$ cat config.mk
export PLATFORM = sky130hd
export DESIGN_NAME = bpe_round
export DESIGN_NICKNAME = d
export VERILOG_FILES = /design/src/hdl/bpe_pkg.sv /design/src/hdl/bpe_round.sv
export SDC_FILE = /design/constraint.sdc
export NUM_CORES = 2
export LEC_CHECK = 0
export CAP_MARGIN = 40
export CORE_MARGIN = 10
export CORE_UTILIZATION = 55
export CTS_BUF_LIST = sky130_fd_sc_hd__clkbuf_4 sky130_fd_sc_hd__clkbuf_8
export DETAILED_ROUTE_END_ITERATION = 16
export DONT_BUFFER_PORTS = 1
export HOLD_SLACK_MARGIN = 0.12
export PLACE_DENSITY = 0.7
export SLEW_MARGIN = 40
export SYNTH_ARGS = -nofsm -noshare
export SYNTH_HDL_FRONTEND = slang
export SYNTH_SLANG_ARGS = --single-unit
export TNS_END_PERCENT = 20
$ cat constraint.sdc
create_clock -name i_clk -period 13.12 [get_ports i_clk]
set_input_delay 2.624 -clock i_clk [delete_from_list [all_inputs] [get_ports i_clk]]
set_output_delay 2.624 -clock i_clk [all_outputs]
set_load 0.1 [all_outputs]
$ cat src/hdl/bpe_pkg.sv
// Package for the Bezier point evaluator.
// Holds shared widths, the register index codes, the pipeline control type
// and the rounded interpolation function. Depends on nothing.
package bpe_pkg;

    localparam int COORD_W     = 16;
    localparam int PARAM_W     = 17;
    localparam int COUNT_W     = 3;
    localparam int CFG_W       = 32;
    localparam int NUM_REGS_PT = 4;
    localparam int MAX_POINTS  = 4;

    localparam logic [PARAM_W-1:0] T_ONE       = 17'h10000;
    localparam logic [COUNT_W-1:0] COUNT_RESET = 3'd2;
    localparam logic [COUNT_W-1:0] COUNT_MIN   = 3'd2;

    typedef enum logic [2:0] {
        REG_COUNT  = 3'd0,
        REG_POINT0 = 3'd1,
        REG_POINT1 = 3'd2,
        REG_POINT2 = 3'd3,
        REG_POINT3 = 3'd4
    } t_reg_idx;

    typedef struct packed {
        logic [PARAM_W-1:0] t;
        logic [COUNT_W-1:0] n;
    } t_ctl;

    // Computes a + t*(b - a) in Q12.4 with t in Q1.16, rounding half up.
    function automatic logic signed [COORD_W-1:0] interp(
        input logic signed [COORD_W-1:0] a,
        input logic signed [COORD_W-1:0] b,
        input logic [PARAM_W-1:0]        t
    );
        logic signed [16:0] diff;
        logic signed [17:0] t_s;
        logic signed [34:0] prod;
        logic signed [35:0] acc;
        diff = $signed({b[15], b}) - $signed({a[15], a});
        t_s  = $signed({1'b0, t});
        prod = 35'(diff * t_s);
        acc  = $signed({{4{a[15]}}, a, 16'h0000}) + $signed({prod[34], prod})
               + 36'sd32768;
        return acc[31:16];
    endfunction

endpackage

$ cat src/hdl/bpe_round.sv
// One de Casteljau reduction round as a registered pipeline stage.
// Depends on bpe_pkg for the control type and the interpolation function.
module bpe_round #(
    parameter int MAX_POINTS = bpe_pkg::MAX_POINTS,
    parameter int ROUND      = 1
) (
    input  logic                                i_clk,
    input  logic                                i_rst_n,
    input  logic                                i_valid,
    output logic                                o_ready,
    input  bpe_pkg::t_ctl                       i_ctl,
    input  logic signed [bpe_pkg::COORD_W-1:0]  i_px [MAX_POINTS],
    input  logic signed [bpe_pkg::COORD_W-1:0]  i_py [MAX_POINTS],
    output logic                                o_valid,
    input  logic                                i_ready,
    output bpe_pkg::t_ctl                       o_ctl,
    output logic signed [bpe_pkg::COORD_W-1:0]  o_px [MAX_POINTS],
    output logic signed [bpe_pkg::COORD_W-1:0]  o_py [MAX_POINTS]
);

    logic                                r_valid;
    bpe_pkg::t_ctl                       r_ctl;
    logic signed [bpe_pkg::COORD_W-1:0]  r_px [MAX_POINTS];
    logic signed [bpe_pkg::COORD_W-1:0]  r_py [MAX_POINTS];
    logic signed [bpe_pkg::COORD_W-1:0]  n_px [MAX_POINTS];
    logic signed [bpe_pkg::COORD_W-1:0]  n_py [MAX_POINTS];
    logic                                w_active;
    logic                                w_load;

    assign o_ready  = !r_valid || i_ready;
    assign w_load   = i_valid && o_ready;
    // The round runs only while more than one point is left.
    assign w_active = bpe_pkg::COUNT_W'(ROUND) < i_ctl.n;

    for (genvar i = 0; i < MAX_POINTS; i++) begin : g_lane
        if (i < MAX_POINTS - ROUND) begin : g_calc
            assign n_px[i] = w_active ? bpe_pkg::interp(i_px[i], i_px[i+1], i_ctl.t)
                                      : i_px[i];
            assign n_py[i] = w_active ? bpe_pkg::interp(i_py[i], i_py[i+1], i_ctl.t)
                                      : i_py[i];
        end else begin : g_pass
            assign n_px[i] = i_px[i];
            assign n_py[i] = i_py[i];
        end
    end

    always_ff @(posedge i_clk) begin
        if (!i_rst_n) begin
            r_valid <= 1'b0;
        end else if (o_ready) begin
            r_valid <= i_valid;
        end
    end

    always_ff @(posedge i_clk) begin
        if (w_load) begin
            r_ctl <= i_ctl;
            r_px  <= n_px;
            r_py  <= n_py;
        end
    end

    assign o_valid = r_valid;
    assign o_ctl   = r_ctl;
    assign o_px    = r_px;
    assign o_py    = r_py;

endmodule

# Word level (Yosys, flattened, before mapping)
# Index checks and enable logic that the tools add are counted.
dict set report op_classes {
  n_addsub 18
  n_mul 6
  div 0
  n_lt_le_gt_ge 1
  eq_ne 0
  shift 0
  mux 6
  bitwise_logic 0
  n_reduce_logical 3
}
# op count
set ops {}
lappend ops {{$add 32x17->32 const B} 6}
lappend ops {{$add 32x32->32} 6}
lappend ops {{$mul 17x18->32} 6}
lappend ops {{$sub 16x16->17} 6}
lappend ops {{$mux 16} 6}
lappend ops {{$lt 1x3->1 const A} 1}
lappend ops {{$logic_and 1x1->1} 1}
lappend ops {{$logic_not 1->1} 1}
lappend ops {{$logic_or 1x1->1} 1}
dict set report totals {
  reg_bits 149
  latch_bits 0
  ramBits 0
  mem_bits_ro 0
  inputBits 152
  out_inout_bits 150
  n_memories 0
}

# Longest topological paths before layout
dict set report depth {
  word_depth 5
  depth_mapped 37
  depth_no_buf 36
}

# Worst setup path before layout
# Ideal clock, no wire load.
dict set report synth_timing {
  path_type {input to register}
  start {input port i_px[0] (netlist name)}
  end {register r_px (netlist bit o_px[25]), data pin}
  setup_time_ns 0.266
  t_arrival_ns 10.224
  setup_slack_ns 2.630
  cell_stages 34
  path_cell_list {inv_1 > ha_1 > fa_1 > nor2b_1 > o31a_1 > o21ai_1 > a21oi_1 > and2_1 > o21ai_0 > a21boi_1 > clkbuf_1 > nand2_1 > fa_1 > inv_1 > fa_1 > inv_1 > fa_1 > inv_1 > fa_1 > fa_1 > inv_1 > fa_1 > inv_1 > ha_1 > a22o_1 > o41ai_1 > a31oi_1 > or3_1 > a31o_1 > a21o_1 > a21o_1 > a21oi_1 > xor2_1 > o21ai_1}
}
# element line_no
set synth_rtl {}
lappend synth_rtl {{start: declaration} bpe_round.sv:12} ;# input logic signed [bpe_pkg::COORD_W-1:0] i_px [MAX_POINTS],
lappend synth_rtl {{end signal: assignment} bpe_round.sv:58} ;# r_px <= n_px;
lappend synth_rtl {{end: declaration} bpe_round.sv:23} ;# logic signed [bpe_pkg::COORD_W-1:0] r_px [MAX_POINTS];

==> summary.md <==
| Metric | Value |
|---|---|
| Worst-Margin Slew | `902 ps` |
| Slowest stage cell, crit path | `xnor2_1` |
| Max Clock Freq | `91.2 MHz` |
| Hold endpoint | `o_valid$_SDFFE_PN0N_` |
| Most common cell after layout, fill and taps aside | `inv_1` |
| Die X | `369 um` |
| Setup Skew | `16.3 ps` |
| Seq cells post-synth | `149` |
| Core Util, Final | `59.3%` |
| Cells after Synth | `7532` |
| Skew-Pair Late Insertion Delay | `670 ps` |
| Area grow syn2layout | `7.36%` |
| Max Cap Violations | `0` |
| Hold_sp | `o_valid$_SDFFE_PN0N_` |
| Share of layout cells above drive strength 1 | `4.06%` |
| Reg-to-reg setup timing slack | `10200 ps` |
| Period minus WS final | `10970 ps` |
| Vias per cell | `5.41` |
| Clk root buf | `clkbuf_8` |
| Core area | `0.122 mm2` |
| Drt pass-1 iters | `6` |
| CP most frequent cell | `fa_1` |
| Top_reg_cell synth | `edfxtp_1` |
| Clock buffer count from CTS | `17` |
| Final period utilization | `83.6%` |
| Synth top area share | `42.9%` |
| RSZ-0062 raised after global routing | `false` |
| R2r startpoint | `o_valid$_SDFFE_PN0N_` |
| Initial Util | `55.2%` |
| Min-Delay Path Depth | `2` |
| Final HPWL DP | `136000 um` |
| WL final | `179000 um` |
| Asr flop ratio synth | `0%` |
| Count of different cell masters after synthesis | `73` |
| Commonest non-fill, non-tap cells in the layout | `inv_1 (2015), fa_1 (1439), nand2_1 (1005)` |
| Delay of the slowest cell on the worst path | `520 ps` |
| Worst EP required | `13640 ps` |
| CTS tree | `done` |
| WP data arrival | `11490 ps` |
| Relative slew margins | `40.0%` |
| Clk buf depth | `2` |
| Synth area leader | `fa_1` |
| Filler cell count | `10400` |
| H-tree levels | `4` |
| Post-route setup TNS | `0 ps` |
| Die height | `369 um` |
| IO buf count | `0` |
| R2R depth | `3` |
| HP Class | `flop to flop` |
| Worst Setup End Kind | `flop` |
| Gr ovfl total | `0` |
| Post-CTS resize count | `0` |
| Status | `complete, no violations` |
| ANT nets after route | `0` |
| Post-synth EDFFs | `148` |
| Via count | `49200` |
| Antenna violations before repair | `7` |
| Mapped Nets | `9916` |
| WL per Instance | `19.6 um` |
| First-pass GRT wire length | `294000 um` |
| Area of the multi-input gates | `0.0542 mm2` |
| DP Worst Slack | `1510 ps` |
| Seq/Total Area, Yosys | `6.65%` |
| Setup CP Type | `input pin to flop` |
| Avg Cell Area, Syn | `8.91 um2` |
| Setup Buffers After CTS | `0` |
| Largest net degree at the start of global routing | `104` |
| Clock slew at reported path FFs | `120 ps` |
| Remaining DRCs | `0` |
| Hold_buf cts | `0` |
| Final Hold Fails | `0` |
| Starting DRC count in detailed routing | `3639` |
| Largest cells by area after synthesis | `fa_1 (43%), ha_1 (15%), inv_1 (11%)` |
| Yosys warns | `0` |
| Cell area after synthesis | `0.0671 mm2` |
| Register Area | `0.00447 mm2` |
| Sink Count | `149` |
| Vias in the first global route | `53300` |
| Gp weighted congestion | `0.886` |
| Setup Viol. Count Final | `0` |
| Ports | `302` |
| Nets | `9839` |
| Final worst slack | `2150 ps` |
| Fin. max-slew vios | `0` |
| Overall global routing resource usage | `27.5%` |
| Die area | `0.136 mm2` |
| CP Max Fanout | `10` |
| Row cnt | `128` |
| Worst setup SP type | `input pin` |
| R2r endpoint | `o_px[32]$_DFFE_PP_` |
-- cells in the mapped netlist, drive strengths merged (3+ instances only) --
master and number:
nand2b 45, o21ai 95, nand3 41, nor3 48, o21bai 11, clkbuf 303, edfxtp 148, o2111a 3
and3 17, xnor2 124, o211a 5, nand4 12, o2111ai 6, inv 2017, a211o 10, a21oi 154
a31o 4, nor4 5, fa 1440, xnor3 4, buf 3, xor2 51, or3 22, nand2 1005
nor2b 206, a21boi 8, nor2 206, and4 9, o211ai 15, a21o 46, o31ai 14, a211oi 11
a2111oi 8, o21a 39, a31oi 13, and2 525, ha 792, a311oi 3, or2 28, o31a 8
-- sequential cells by signal, indices dropped and copies added, names as in the netlist --
signal   cells
o_px        64
o_ctl       20
o_valid      1
o_py        64
-- layer usage --
metal,GRT usage [%],routed length [um],vias up
li1,-,-,22000
met3,6.36,17200,225
met4,8.90,6610,4
met5,0,27,-
met2,42.6,80400,1967
met1,38.0,74500,25000
-- kinds of logic (layout without fill, tap and decap cells) --
| group | after synthesis | count (layout) | share of synthesized area, % |
|---|---|---|---|
| fa+ha+maj | 2232 | 2232 | 57.7 |
| compound gates | 470 | 470 | 4.53 |
| buf+inv | 2323 | 2259 | 13.0 |
| flops | 149 | 149 | 6.65 |
| mux | 2 | 2 | 0.0335 |
| xor+xnor | 179 | 179 | 2.42 |
| other cells | 0 | 5 | 0 |
| simple gates | 2177 | 2177 | 15.7 |
-- through the flow --
step,instance area (um2),hold WS (ps),std cells
CTS,71800,1250,9084
global route,72100,1280,9098
global placement,68800,1830,8938
detailed placement,71400,1250,9052
floorplan,67100,1780,7532
finish,72100,1240,9098
-- final cells by class --
class                      instances  share of cell area, %
clock buffer                      18                  0.335
antenna                            5                 0.0174
timing repair buffer             210                   4.75
multi-input combinational       5060                   75.2
inverter                        2017                   10.5
sequential                       149                   6.19
tap                             1625                   2.82
clock inverter                    14                  0.224
-- worst max-delay path, delay by kind of cell --
family                   cells  cell delay [ps]
buffers and inverters        7              660
AO/OA/AOI/OAI               10             1670
AND/OR/NAND/NOR              8             2070
adder cells (fa/ha/maj)      9             3930
XOR/XNOR                     1              520
-- worst max path at each step --
stage                        start            endpoint  slack [ps]  cells past startpoint
after detailed placement  i_px[50]  o_px[63]$_DFFE_PP_        1510                     33
final                     i_px[16]  o_px[47]$_DFFE_PP_        2150                     35
after global placement    i_py[16]  o_py[47]$_DFFE_PP_        1620                     33
after floorplan            i_px[0]  o_px[25]$_DFFE_PP_        2630                     34
after CTS                 i_px[33]  o_px[63]$_DFFE_PP_        2240                     30
after global routing       i_px[0]  o_px[31]$_DFFE_PP_        1720                     35
Power is not shown: default switching activity piles up to over one toggle a cycle in this logic, so the estimate is an artifact.
